File: src/hw/rtl/sitda_pkg.sv
// ----------------------------------------------------------------------------
// sitda_pkg
// Shared widths, character codes and the stage word type for the signed
// integer to decimal text converter.
// ----------------------------------------------------------------------------
package sitda_pkg;

	localparam int VALUE_W         = 32;
	localparam int CHAR_W          = 6;
	localparam int NUM_DIGITS      = 10;
	localparam int DIGIT_W         = 4;
	localparam int DIGIT_IDX_W     = 4;
	localparam int STEPS_PER_STAGE = 8;

	localparam logic [CHAR_W-1:0] CHAR_ZERO  = 6'd48;
	localparam logic [CHAR_W-1:0] CHAR_MINUS = 6'd45;

	// one word in flight through the double-dabble stages
	typedef struct packed {
		logic                                neg;
		logic [NUM_DIGITS-1:0][DIGIT_W-1:0] bcd;
		logic [VALUE_W-1:0]                  bin;
	} dabble_t;

endpackage

File: src/hw/rtl/sitda_dabble.sv
// ----------------------------------------------------------------------------
// sitda_dabble
// Eight shift-and-add-3 steps of the binary to BCD conversion; the bits of
// the binary magnitude move out at the top into the BCD digits.
// ----------------------------------------------------------------------------
module sitda_dabble (
	input  sitda_pkg::dabble_t d_in,
	output sitda_pkg::dabble_t d_out
);

	always_comb begin
		logic [sitda_pkg::NUM_DIGITS-1:0][sitda_pkg::DIGIT_W-1:0] b;
		logic [sitda_pkg::VALUE_W-1:0]                            m;
		b = d_in.bcd;
		m = d_in.bin;
		for (int s = 0; s < sitda_pkg::STEPS_PER_STAGE; s++) begin
			for (int d = 0; d < sitda_pkg::NUM_DIGITS; d++) begin
				if (b[d] >= 4'd5) begin
					b[d] = b[d] + 4'd3;
				end
			end
			{b, m} = {b, m} << 1;
		end
		d_out.neg = d_in.neg;
		d_out.bcd = b;
		d_out.bin = m;
	end

endmodule

File: src/hw/rtl/sitda_serialiser.sv
// ----------------------------------------------------------------------------
// sitda_serialiser
// Holds one converted number and hands out its characters one per word:
// the sign if negative, then the digits from the leading non-zero one down.
// ----------------------------------------------------------------------------
module sitda_serialiser (
	input  logic                                                     clk,
	input  logic                                                     arst_n,
	input  logic                                                     in_valid,
	output logic                                                     in_ready,
	input  logic                                                     in_neg,
	input  logic [sitda_pkg::NUM_DIGITS-1:0][sitda_pkg::DIGIT_W-1:0] in_bcd,
	output logic                                                     out_valid,
	input  logic                                                     out_ready,
	output logic [sitda_pkg::CHAR_W-1:0]                             char_code,
	output logic                                                     last
);

	logic                                                     busy_q;
	logic                                                     sign_q;
	logic [sitda_pkg::DIGIT_IDX_W-1:0]                        idx_q;
	logic [sitda_pkg::NUM_DIGITS-1:0][sitda_pkg::DIGIT_W-1:0] bcd_q;
	logic [sitda_pkg::DIGIT_IDX_W-1:0]                        lead_idx;
	logic                                                     load;
	logic                                                     take;

	// leading non-zero digit, zero gives digit 0 alone
	always_comb begin
		lead_idx = '0;
		for (int d = 0; d < sitda_pkg::NUM_DIGITS; d++) begin
			if (in_bcd[d] != 4'd0) begin
				lead_idx = sitda_pkg::DIGIT_IDX_W'(d);
			end
		end
	end

	assign out_valid = busy_q;
	assign last      = !sign_q && (idx_q == '0);
	assign char_code = sign_q ? sitda_pkg::CHAR_MINUS
	                          : sitda_pkg::CHAR_ZERO + {2'b00, bcd_q[idx_q]};
	assign take      = busy_q && out_ready;
	assign in_ready  = !busy_q || (out_ready && last);
	assign load      = in_valid && in_ready;

	always_ff @(posedge clk or negedge arst_n) begin
		if (!arst_n) begin
			busy_q <= 1'b0;
		end else if (load) begin
			busy_q <= 1'b1;
		end else if (take && last) begin
			busy_q <= 1'b0;
		end
	end

	always_ff @(posedge clk) begin
		if (load) begin
			sign_q <= in_neg;
			idx_q  <= lead_idx;
			bcd_q  <= in_bcd;
		end else if (take) begin
			if (sign_q) begin
				sign_q <= 1'b0;
			end else if (!last) begin
				idx_q <= idx_q - 1'b1;
			end
		end
	end

	a_char_range: assert property (@(posedge clk) disable iff (!arst_n)
		busy_q |-> (char_code == sitda_pkg::CHAR_MINUS) ||
		           ((char_code >= sitda_pkg::CHAR_ZERO) &&
		            (char_code <= sitda_pkg::CHAR_ZERO + 6'd9)))
		else $error("character outside sign and digit codes");

	a_sign_once: assert property (@(posedge clk) disable iff (!arst_n)
		(take && sign_q) |=> (busy_q && !sign_q))
		else $error("sign not followed by a digit");

	a_idx_down: assert property (@(posedge clk) disable iff (!arst_n)
		(take && !sign_q && !last) |=> (busy_q && idx_q == $past(idx_q) - 1'b1))
		else $error("digit index did not step down");

	a_no_overwrite: assert property (@(posedge clk) disable iff (!arst_n)
		(load && busy_q) |-> (take && last))
		else $error("number replaced before its last character");

endmodule

File: src/hw/rtl/signed_int_to_decimal_ascii.sv
// ----------------------------------------------------------------------------
// signed_int_to_decimal_ascii
// Signed 32-bit integer to decimal ASCII text, most significant first.
// ----------------------------------------------------------------------------
// Each accepted value comes out as 1 to 11 characters on the output channel,
// a leading '-' for negative values, no leading zeros, '0' for zero, and last
// high on the final character. The output serialiser sends one character a
// cycle while out_ready is high, and takes the next number as the last
// character of the one before leaves; the five-stage front end (sign and
// magnitude, then four stages of eight double-dabble steps) takes a new
// value every cycle while the serialiser keeps up, and the first character
// of a value appears after it has passed stages 1 to 5 and the serialiser.
module signed_int_to_decimal_ascii (
	input  logic                                clk,
	input  logic                                arst_n,
	input  logic                                in_valid,
	output logic                                in_ready,
	input  logic signed [sitda_pkg::VALUE_W-1:0] value,
	output logic                                out_valid,
	input  logic                                out_ready,
	output logic [sitda_pkg::CHAR_W-1:0]        char_code,
	output logic                                last
);

	sitda_pkg::dabble_t st_s1, st_s2, st_s3, st_s4, st_s5;
	sitda_pkg::dabble_t nx_s1, nx_s2, nx_s3, nx_s4, nx_s5;
	logic               vld_s1, vld_s2, vld_s3, vld_s4, vld_s5;
	logic               ld_s1, ld_s2, ld_s3, ld_s4, ld_s5;
	logic               ser_ready;
	logic [sitda_pkg::VALUE_W-1:0] raw;

	// a stage may load when empty or when its word moves on
	assign ld_s5    = !vld_s5 || ser_ready;
	assign ld_s4    = !vld_s4 || ld_s5;
	assign ld_s3    = !vld_s3 || ld_s4;
	assign ld_s2    = !vld_s2 || ld_s3;
	assign ld_s1    = !vld_s1 || ld_s2;
	assign in_ready = ld_s1;

	// magnitude in unsigned form, so the most negative value needs no care
	assign raw       = value;
	assign nx_s1.neg = raw[sitda_pkg::VALUE_W-1];
	assign nx_s1.bcd = '0;
	assign nx_s1.bin = raw[sitda_pkg::VALUE_W-1] ? (32'd0 - raw) : raw;

	sitda_dabble u_dabble_2 (.d_in(st_s1), .d_out(nx_s2));
	sitda_dabble u_dabble_3 (.d_in(st_s2), .d_out(nx_s3));
	sitda_dabble u_dabble_4 (.d_in(st_s3), .d_out(nx_s4));
	sitda_dabble u_dabble_5 (.d_in(st_s4), .d_out(nx_s5));

	always_ff @(posedge clk or negedge arst_n) begin
		if (!arst_n) begin
			vld_s1 <= 1'b0;
			vld_s2 <= 1'b0;
			vld_s3 <= 1'b0;
			vld_s4 <= 1'b0;
			vld_s5 <= 1'b0;
		end else begin
			if (ld_s1) vld_s1 <= in_valid;
			if (ld_s2) vld_s2 <= vld_s1;
			if (ld_s3) vld_s3 <= vld_s2;
			if (ld_s4) vld_s4 <= vld_s3;
			if (ld_s5) vld_s5 <= vld_s4;
		end
	end

	always_ff @(posedge clk) begin
		if (ld_s1) st_s1 <= nx_s1;
		if (ld_s2) st_s2 <= nx_s2;
		if (ld_s3) st_s3 <= nx_s3;
		if (ld_s4) st_s4 <= nx_s4;
		if (ld_s5) st_s5 <= nx_s5;
	end

	sitda_serialiser u_serialiser (
		.clk       (clk),
		.arst_n    (arst_n),
		.in_valid  (vld_s5),
		.in_ready  (ser_ready),
		.in_neg    (st_s5.neg),
		.in_bcd    (st_s5.bcd),
		.out_valid (out_valid),
		.out_ready (out_ready),
		.char_code (char_code),
		.last      (last)
	);

endmodule
File: config.mk
export PLATFORM = sky130hd
export DESIGN_NAME = signed_int_to_decimal_ascii
export DESIGN_NICKNAME = d
export VERILOG_FILES = /design/src/hw/rtl/sitda_pkg.sv /design/src/hw/rtl/sitda_dabble.sv /design/src/hw/rtl/sitda_serialiser.sv /design/src/hw/rtl/signed_int_to_decimal_ascii.sv
export SDC_FILE = /design/constraint.sdc
export NUM_CORES = 1
export LEC_CHECK = 0
export ABC_AREA = 1
export BUFFER_PORTS_ARGS = -buffer_cell sky130_fd_sc_hd__buf_2
export CAP_MARGIN = 20
export CORE_UTILIZATION = 40
export DETAILED_ROUTE_END_ITERATION = 8
export GPL_ROUTABILITY_DRIVEN = 0
export PLACE_DENSITY = 0.65
export SLEW_MARGIN = 20
export SYNTH_ARGS = -nofsm -noshare
export SYNTH_HDL_FRONTEND = slang
export SYNTH_HIERARCHICAL = 1
export SYNTH_SLANG_ARGS = --single-unit
File: constraint.sdc
create_clock -name clk -period 5.46 [get_ports clk]
set_input_delay 1.092 -clock clk [delete_from_list [all_inputs] [get_ports clk]]
set_output_delay 1.092 -clock clk [all_outputs]
set_load 0.05 [all_outputs]
## Word-level counts from Yosys, hierarchy flattened

Index checks and enable logic that the tools add are counted.

| cells by class | value |
|---|---|
| add/subtract/negate cells | 268 |
| $lt $le $gt $ge | 266 |
| eq/ne operators | 2 |
| multiplexer cells | 286 |
| reductions and logical operators | 31 |

Operators by type and width:

| kind | count |
|---|---|
| $ge A4 B3 Y1 const B | 255 |
| $mux W4 | 255 |
| $add A4 B2 Y4 const B | 234 |
| $mux W3 | 22 |
| $add A3 B2 Y3 const B | 21 |
| $reduce_bool A4 Y1 | 9 |
| $sub A1 B32 Y32 const A | 1 |
| $mux W31 | 1 |
| $add A1 B2 Y3 const B | 10 |
| $ge A1 B3 Y1 const B | 10 |
| $bmux W4 S4 | 1 |
| $logic_not A1 Y1 | 7 |
| $add A5 B5 Y6 const A | 1 |
| $logic_or A1 B1 Y1 | 6 |
| $mux W1 | 6 |
| $mux W6 | 1 |
| $logic_and A1 B1 Y1 | 5 |
| $lt A4 B5 Y1 const B | 1 |
| $logic_not A4 Y1 | 1 |
| $ne A2 B2 Y1 const B | 2 |
| $reduce_bool A2 Y1 | 2 |
| $sub A4 B1 Y4 const B | 1 |
| $reduce_and A3 Y1 | 1 |

| word-level totals | value |
|---|---|
| register bits after elaboration | 285 |
| input bits | 36 |
| output and inout port bits | 9 |

## Longest topological paths before layout

Gate-level depths: netlist (run 1).

| logic depth | value |
|---|---|
| word-level depth | 16 |
| gate-level depth with buffers | 59 |

## Hierarchy

The synthesis (run 1) kept the hierarchy.

Modules (own cells, without submodules):

| module | instances | cells each | area an instance (µm²) | sequential area each (µm²) |
|---|---|---|---|---|
| sitda_dabble | 4 | 1583 | 8595.7 | 0.0 |
| signed_int_to_decimal_ascii | 1 | 535 | 10062.2 | 8923.6 |
| sitda_serialiser | 1 | 208 | 2137.0 | 1376.3 |

## Worst setup path after synthesis (run 1)

Ideal clock, no wire load.

| path | value |
|---|---|
| path kind | register to register |
| start point | register, netlist name st_s2[64] |
| end point | register st_s3[69] (netlist name), data pin |
| library setup time | 0.252 ns |
| arrival | 5.389 ns |
| data required time | 5.208 ns |
| slack | -0.181 ns |
| cell stages (with the launch flop) | 60 |
| clock period less this slack | 5.641 ns |
| cell sequence | edfxtp_1 > inv_1 > ha_1 > inv_1 > nand2_1 > nand3_2 > nand3_1 > inv_1 > ha_1 > nand3_1 > nand2_1 > inv_1 > nand2_1 > nand2_1 > nand2_1 > ha_1 > inv_1 > nand3_1 > (+24 left out) > nand2_1 > nand2_1 > and2_1 > ha_1 > inv_1 > nand4_1 > nand2_1 > nand2_1 > nand2_1 > nand2_1 > inv_1 > ha_1 > inv_1 > or2_2 > nand3_1 > nand2_1 > nand2_1 > nand2_1 |

RTL lines:

| element | RTL line | source |
|---|---|---|
| end signal, assigned | signed_int_to_decimal_ascii.sv:70 | `if (ld_s3) st_s3 <= nx_s3;` |
| end, declared | signed_int_to_decimal_ascii.sv:25 | `sitda_pkg::dabble_t st_s1, st_s2, st_s3, st_s4, st_s5;` |

==> results.md, run 1 <==
Place:
- The HPWL after detailed placement is 74.6 mm.
- The count of buffers from port buffering is 43.

CTS:
- Buffers inserted to repair hold after CTS numbered 0.
- The total clock buffers created by CTS is 39.
- The tree built by TritonCTS fans out to between 200 and 300 sinks.
- The buffer levels on the longest clock path is 3.
- After clock tree synthesis, the clock-pin slew on the worst setup and hold paths is approximately 0.07 ns.
- The CTS H-tree depth is 2.
- The clock insertion delay at the later pin of the skew report is 0.58 ns.
- The CTS tree is yes.
- The cell at the root of the clock tree is sky130_fd_sc_hd__clkbuf_16.

Routing:
- The count of vias placed by the detailed router is 42200.
- The first-iteration detailed-routing DRC count is approximately 1500.
- The first detailed-routing pass took 5 iterations.
- The average wire length per cell after detail routing is ~10 microns.
- The via-per-instance ratio is 4.73.
- The final layout contains routed wiring with a total length of just over 90 mm.
- After detailed routing, the number of remaining DRC violations is 0.
- The number of nets with antenna violations after detailed routing is 0.

Timing:
- The measured slew at the worst slew-check pin is approximately 0.96 ns.
- The number of max-slew violations in the final report is 0.
- Derived from the worst setup path, the maximum achievable clock frequency is between 0.15 and 0.2 GHz.
- Setup violations remaining at the end of the flow were counted as 7.
- The final clock skew is 0.0199 ns.
- The final hold slack is 0.326 ns.
- The final count of hold timing violations is 0.
- Once routing completed, OpenROAD measured the worst setup slack at -0.242 ns.
- The minimum clock period after layout is 5.70 ns.
- The ratio of final minimum period to clock period is 1.04.
- Setup repair after global routing could not meet its margin everywhere.
- After routing, the total negative slack on setup checks comes to -1.21 ns.
- In this run the tightest slew margin relative to its limit is 0.360.

Hold path:
- In this run the worst hold path is classified as in -> async.

Job:
- The tool flagged a number of max-cap violations equal to 0.

Floorplan:
- In this run the core area contains 122 standard-cell rows.
- The effective utilization at floorplan is 0.403.
- The floorplan step defined a core boundary enclosing around 110000 sq um.
- During I/O placement, the number of pins put on the boundary was 45.
- The horizontal die dimension is 336 microns.
- The die covers 113000 sq um.
- The floorplan die height is 336 microns.

Global routing:
- The number of antenna violations at the first check in global routing was 0.
- For this run, the total global-route usage over all layers was measured as 0.160.
- Entering global routing, the biggest net connects 67 pins.
- The total overflow left after global routing is 0.
- The via count of the first global-routing pass was 38800.
- The first global-routing pass estimated between 150 and 200 mm of wire.

Status:
- The run finished, with violations left.
- The final reports fail on negative setup slack.

Critical path:
- For this design, the slowest cell found on the critical path is sky130_fd_sc_hd__edfxtp_1.
- The maximum fanout along the worst path is 4.
- The required time of the critical path is 5.79 ns.
- The longest individual stage delay on the worst path is 0.48 ns.
- STA classifies the critical path startpoint as a register.
- The setup path with the least slack is of type reg -> reg.
- The setup check on the worst reg-to-reg path leaves a slack of -0.24 ns.
- The critical path capture point type is a register.
- The most prevalent standard cell on the critical path is sky130_fd_sc_hd__nand2_2.
- The data arrival time of the critical path is approximately 6.0 ns.

Yosys:
- The per-instance average area after synthesis is 6.41 sq um.
- The cell area after synthesis is 44500 sq um.
- The Yosys step of the flow raised 6 warnings.
- The gate count after technology mapping is approximately 6900.

Layout:
- The final core utilization is 0.475.
- In the final layout, the share of cells above drive strength 1 is 0.284.
- The total inserted antenna cells is 0.
- In the final design database the tool counted 7681 nets.
- The area growth from synthesis to layout is 17.8%.
==> layout make-up <==
cell class | count | area, sq um
clock buffers | 42 | 987
clock inverters | 29 | 409
fillers | 10900 | 58000
inverters | 1160 | 4360
multi-input cells | 5533 | 33300
flip-flops and latches | 296 | 8860
well taps | 1488 | 1860
repair buffers | 371 | 2700
==> registers in the layout, indices dropped and copies added (netlist names) <==
name / cells
st_s1: 33
st_s2: 65
st_s3: 57
st_s4: 49
st_s5: 41
u_serialiser/bcd_q: 40
u_serialiser/idx_q: 4
u_serialiser/out_valid: 1
u_serialiser/sign_q: 1
vld_s1: 1
vld_s2: 1
vld_s3: 1
vld_s4: 1
vld_s5: 1
==> routing by layer <==
metal / track usage / vias up / wire [microns]
met5: 0 / - / 0
met4: 0.0368 / 0 / 1980
met3: 0.0147 / 121 / 1770
met2: 0.328 / 271 / 50600
met1: 0.173 / 18700 / 39200
li1: - / 23200 / -
==> repair_timing <==
| action | CTS | global route |
|---|---|---|
| setup buffers | 86 | 65 |
| pin swaps | 100 | 152 |
| endpoints found under the hold margin | 0 | 0 |
| endpoints found under the setup margin | 9 | 101 |
| cloned | 0 | 0 |
| resized for setup | 123 | 378 |
==> cells in the final DEF (no fill, tap or decap), drive strengths merged, types with 7 or more instances in the layout <==
cell type / instances
inv: 1154
nand4: 221
nand3b: 89
xnor2: 53
nor3: 9
conb: 113
bufinv: 7
clkinv: 24
xor2: 80
or2: 13
o21a: 8
nand3: 991
o22ai: 8
a21oi: 47
nor2: 171
mux2i: 8
and2: 26
buf: 371
clkbuf: 42
o21bai: 12
ha: 244
a21o: 36
nand2: 3070
edfxtp: 290
o21ai: 321
==> worst max-delay path: cells and delay by family, from the launching register on <==
kind | cells | cell delay (ns)
buffers and inverters | 16 | 1.48
adder cells (fa/ha/maj) | 5 | 0.69
AND/OR/NAND/NOR | 35 | 2.79
flip-flops | 1 | 0.48
==> per-stage QoR <==
step,cell area (sq um),setup WS (ns),instances
floorplan,45200,0.0191,7054
global placement,48200,-0.303,8703
global route,52500,-0.660,8919
finish,52500,-0.242,8919
detailed placement,48200,-0.427,8703
CTS,50600,-0.124,8858
==> worst paths after layout <==
check                               startpoint                            endpoint  depth (start not counted)
max                        st_s4[68]$_DFFE_PP_                 st_s5[70]$_DFFE_PP_                         56
min                                     arst_n                  vld_s2$_DFFE_PN0P_                          1
max reg2reg                st_s4[68]$_DFFE_PP_                 st_s5[70]$_DFFE_PP_                         56
min reg2reg                st_s1[72]$_DFFE_PP_                 st_s2[72]$_DFFE_PP_                          0
max in group asynchronous               arst_n  u_serialiser/out_valid$_DFFE_PN0P_                          1
min in group clk           st_s1[72]$_DFFE_PP_                 st_s2[72]$_DFFE_PP_                          0
Power of run 1 is not shown: default switching activity piles up to over one toggle a cycle in this logic, so the estimate is an artifact.
==> inputs of run 2 (changes only) <==
--- a/config.mk
+++ b/config.mk
@@ -12,6 +12,7 @@
 export DETAILED_ROUTE_END_ITERATION = 8
 export GPL_ROUTABILITY_DRIVEN = 0
 export PLACE_DENSITY = 0.65
+export SETUP_SLACK_MARGIN = 0.15
 export SLEW_MARGIN = 20
 export SYNTH_ARGS = -nofsm -noshare
 export SYNTH_HDL_FRONTEND = slang
==> run 2 against run 1 <==
  * Hold slack gained 0.015 ns
  * Largest cell class unchanged
  * Routed wire length grew 3.8%
  * Utilization up 1.5 points
  * Non-clock buffer count grew 41
  * Die area unchanged
  * Sequential share of layout area is 0.50 points lower
  * Critical endpoint is now st_s5[69]$_DFFE_PP_
  * The flow still finishes with violations (negative setup slack)
==> results.md, run 2 (same netlist as run 1, synthesis figures left out) <==
CTS:
- TritonCTS built the clock tree.
- In this run the clock root is driven by a sky130_fd_sc_hd__clkbuf_16.
- Hold repair after CTS inserted 0 buffers.
- After clock tree synthesis, the clock-pin slew on the worst setup and hold paths is approximately 0.06 ns.
- Counting every sink on the clock net gives 296.
- The total clock buffers created by CTS is 37.
- The H-tree was split into 2 levels.
- The later pin in the worst-skew pair is clocked with a latency of 0.57 ns.
- The clock passes through at most 3 buffers.

Routing:
- The number of detailed-route iterations in the first pass is 5.
- In this run the remaining antenna-violating nets after routing total 0.
- The total wire length is 97.1 mm.
- In the routed design, unresolved DRC markers number 0.
- Dividing the detail-routed via count by the number of cells gives ~4.8.
- In this run, the number of DRC markers left after iteration 0 of detailed routing was around 1300.
- The average wire length per cell after detail routing is 10.8 microns.
- The routed layout has approximately 43000 vias.

Global routing:
- The number of antenna violations at the first check in global routing is 1.
- The via count of the first global-routing pass is 38500.
- The first global-routing pass estimated 159 mm of wire.
- The pin count of the biggest net entering global routing is 67.
- In the global route stage, overall resource usage came out at 0.160.
- Summed over all layers, the global routing overflow is 0.

Floorplan:
- The count of pins on the block boundary is between 40 and 50.
- In this run the horizontal extent of the chip is 336 microns.
- The area enclosed by the die boundary is 113000 sq um.
- The floorplan die height is 336 microns.
- The initial utilization of the core area, before any placement, comes to 0.403.
- In this run the core area contains 122 standard-cell rows.
- In this run the standard cell core region covers 111000 sq um.

Timing:
- In this run the tightest slew margin relative to its limit is 0.350.
- The final count of hold timing violations was 0.
- The total of endpoints with negative setup slack in the final report is 9.
- The highest clock frequency the design can meet is 0.174 GHz.
- The final hold slack is 0.341 ns.
- Setup repair after global routing could not meet its margin everywhere.
- The final clock skew is 0.0222 ns.
- Dividing the final minimum period by the clock period gives 1.06.
- The number of max-slew violations in the final report came to 0.
- The measured slew at the worst slew-check pin is 0.976 ns.
- The post-layout worst setup margin is -0.304 ns.
- The minimum clock period after layout is 5.76 ns.

Status:
- The run finished, with violations left.
- The checks that failed: negative setup slack.

Layout:
- The final layout net count is between 7000 and 8000.
- The number of flip-flops under the largest register name is 65.
- Leaving out fill and tap cells, the most frequent cell in the layout is sky130_fd_sc_hd__nand2_1.
- Leaving out filler cells and counting taps, the final layout contains around 9000.
- In the final layout, the registers with the most flip-flops are st_s2 x65, st_s3 x57, st_s4 x49.
- From synthesis to final layout, the design area changed by 21.5%.
- With fillers left out, the area of the finished cells amounts to 54100 sq um.
- The largest register by flop count is st_s2.
- In the final layout, the share of cells above drive strength 1 is 0.315.
- Leaving out fill and tap cells, the most frequent cells in the layout are sky130_fd_sc_hd__nand2_1 (2170), sky130_fd_sc_hd__inv_1 (900), sky130_fd_sc_hd__nand2_2 (735).

Place:
- Before CTS, the worst setup slack after placement is -0.334 ns.
- The count of buffers from port buffering is 43.
- The total instance count after detailed placement is 8666.
- The HPWL after detailed placement is 74.7 mm.
- The placed standard-cell area is 47900 sq um.

Critical path:
- For flop-to-flop paths, the worst setup slack is -0.30 ns.
- The critical path capture point type is a register.
- Data arrives at the worst endpoint at 6.09 ns.
- For the worst setup path, the data required time is 5.78 ns.
- The most prevalent standard cell on the critical path is sky130_fd_sc_hd__nand2_2.
- Of all nets on the critical path, the largest fanout is 3.
- STA classifies the critical path startpoint as a register.
- Among all stages on the critical path, the largest delay is contributed by sky130_fd_sc_hd__edfxtp_1.
- The type of the worst setup path is reg -> reg.
- The longest individual stage delay on the worst path is approximately 0.42 ns.
- The length in cells of the worst reg-to-reg path is 54.

Hold path:
- The classification of the worst-slack hold path is in -> async.

Job:
- Across the run, the number of max-cap violations was 0.
run 2: cell types whose count changed in the layout (fill, tap and decap cells not counted), moves of 22 or more:
cell and change:
sky130_fd_sc_hd__inv_2 +25, sky130_fd_sc_hd__nand2_2 +63, sky130_fd_sc_hd__ha_1 -22, sky130_fd_sc_hd__nand2_1 -114, sky130_fd_sc_hd__nand2_4 +51, sky130_fd_sc_hd__inv_1 -25
sky130_fd_sc_hd__buf_4 +28, sky130_fd_sc_hd__nand3_1 -43, sky130_fd_sc_hd__nand3_4 +39
run 2: metrics by stage:
step	setup TNS, ns	util
finish	-1.67	0.489
floorplan	0	-
global placement	-0.522	0.434
CTS	-0.337	0.454
global route	-5.19	0.489
detailed placement	-2.00	0.434
run 2: final timing paths:
kind / end / from
hold reg to reg: st_s2[30]$_DFFE_PP_ / st_s1[22]$_DFFE_PP_
hold / removal: vld_s2$_DFFE_PN0P_ / arst_n
min in group clk: st_s2[30]$_DFFE_PP_ / st_s1[22]$_DFFE_PP_
setup reg to reg: st_s5[69]$_DFFE_PP_ / st_s4[68]$_DFFE_PP_
setup / recovery: st_s5[69]$_DFFE_PP_ / st_s4[68]$_DFFE_PP_
max in group asynchronous: vld_s5$_DFFE_PN0P_ / arst_n
run 2: per-layer routing:
layer | up-vias | routed length (microns) | track usage
met5 | - | 0 | 0
met4 | 0 | 1940 | 0.0363
met3 | 115 | 1490 | 0.0135
met2 | 269 | 53300 | 0.328
met1 | 19100 | 40400 | 0.172
li1 | 23200 | - | -
run 2: final cells by class:
type                            instances  area [sq um]
Fill cell                           10700         56400
Multi-Input combinational cell       5533         34600
Sequential cell                       296          8860
Inverter                             1160          4360
Timing Repair Buffer                  412          3060
Tap cell                             1488          1860
Clock buffer                           45           997
Clock inverter                         23           342
Antenna cell                            1          2.50
run 2: critical path, delay by kind of cell, from the launching register on:
family,cells,cell delay (ns)
DFF,1,0.42
and+or+nand+nor,36,3.07
adders and majority gates,7,1.09
AOI/OAI and AO/OA,1,0.32
buffers and inverters,10,0.64
run 2: timing repair:
| item | in CTS | in global routing |
|---|---|---|
| pin swaps | 60 | 334 |
| buffers inserted | 69 | 154 |
| gates resized for setup | 126 | 703 |
| setup endpoints to repair | 25 | 105 |
| endpoints found under the hold margin | 0 | 0 |
Power of run 2 is left out for the same reason.
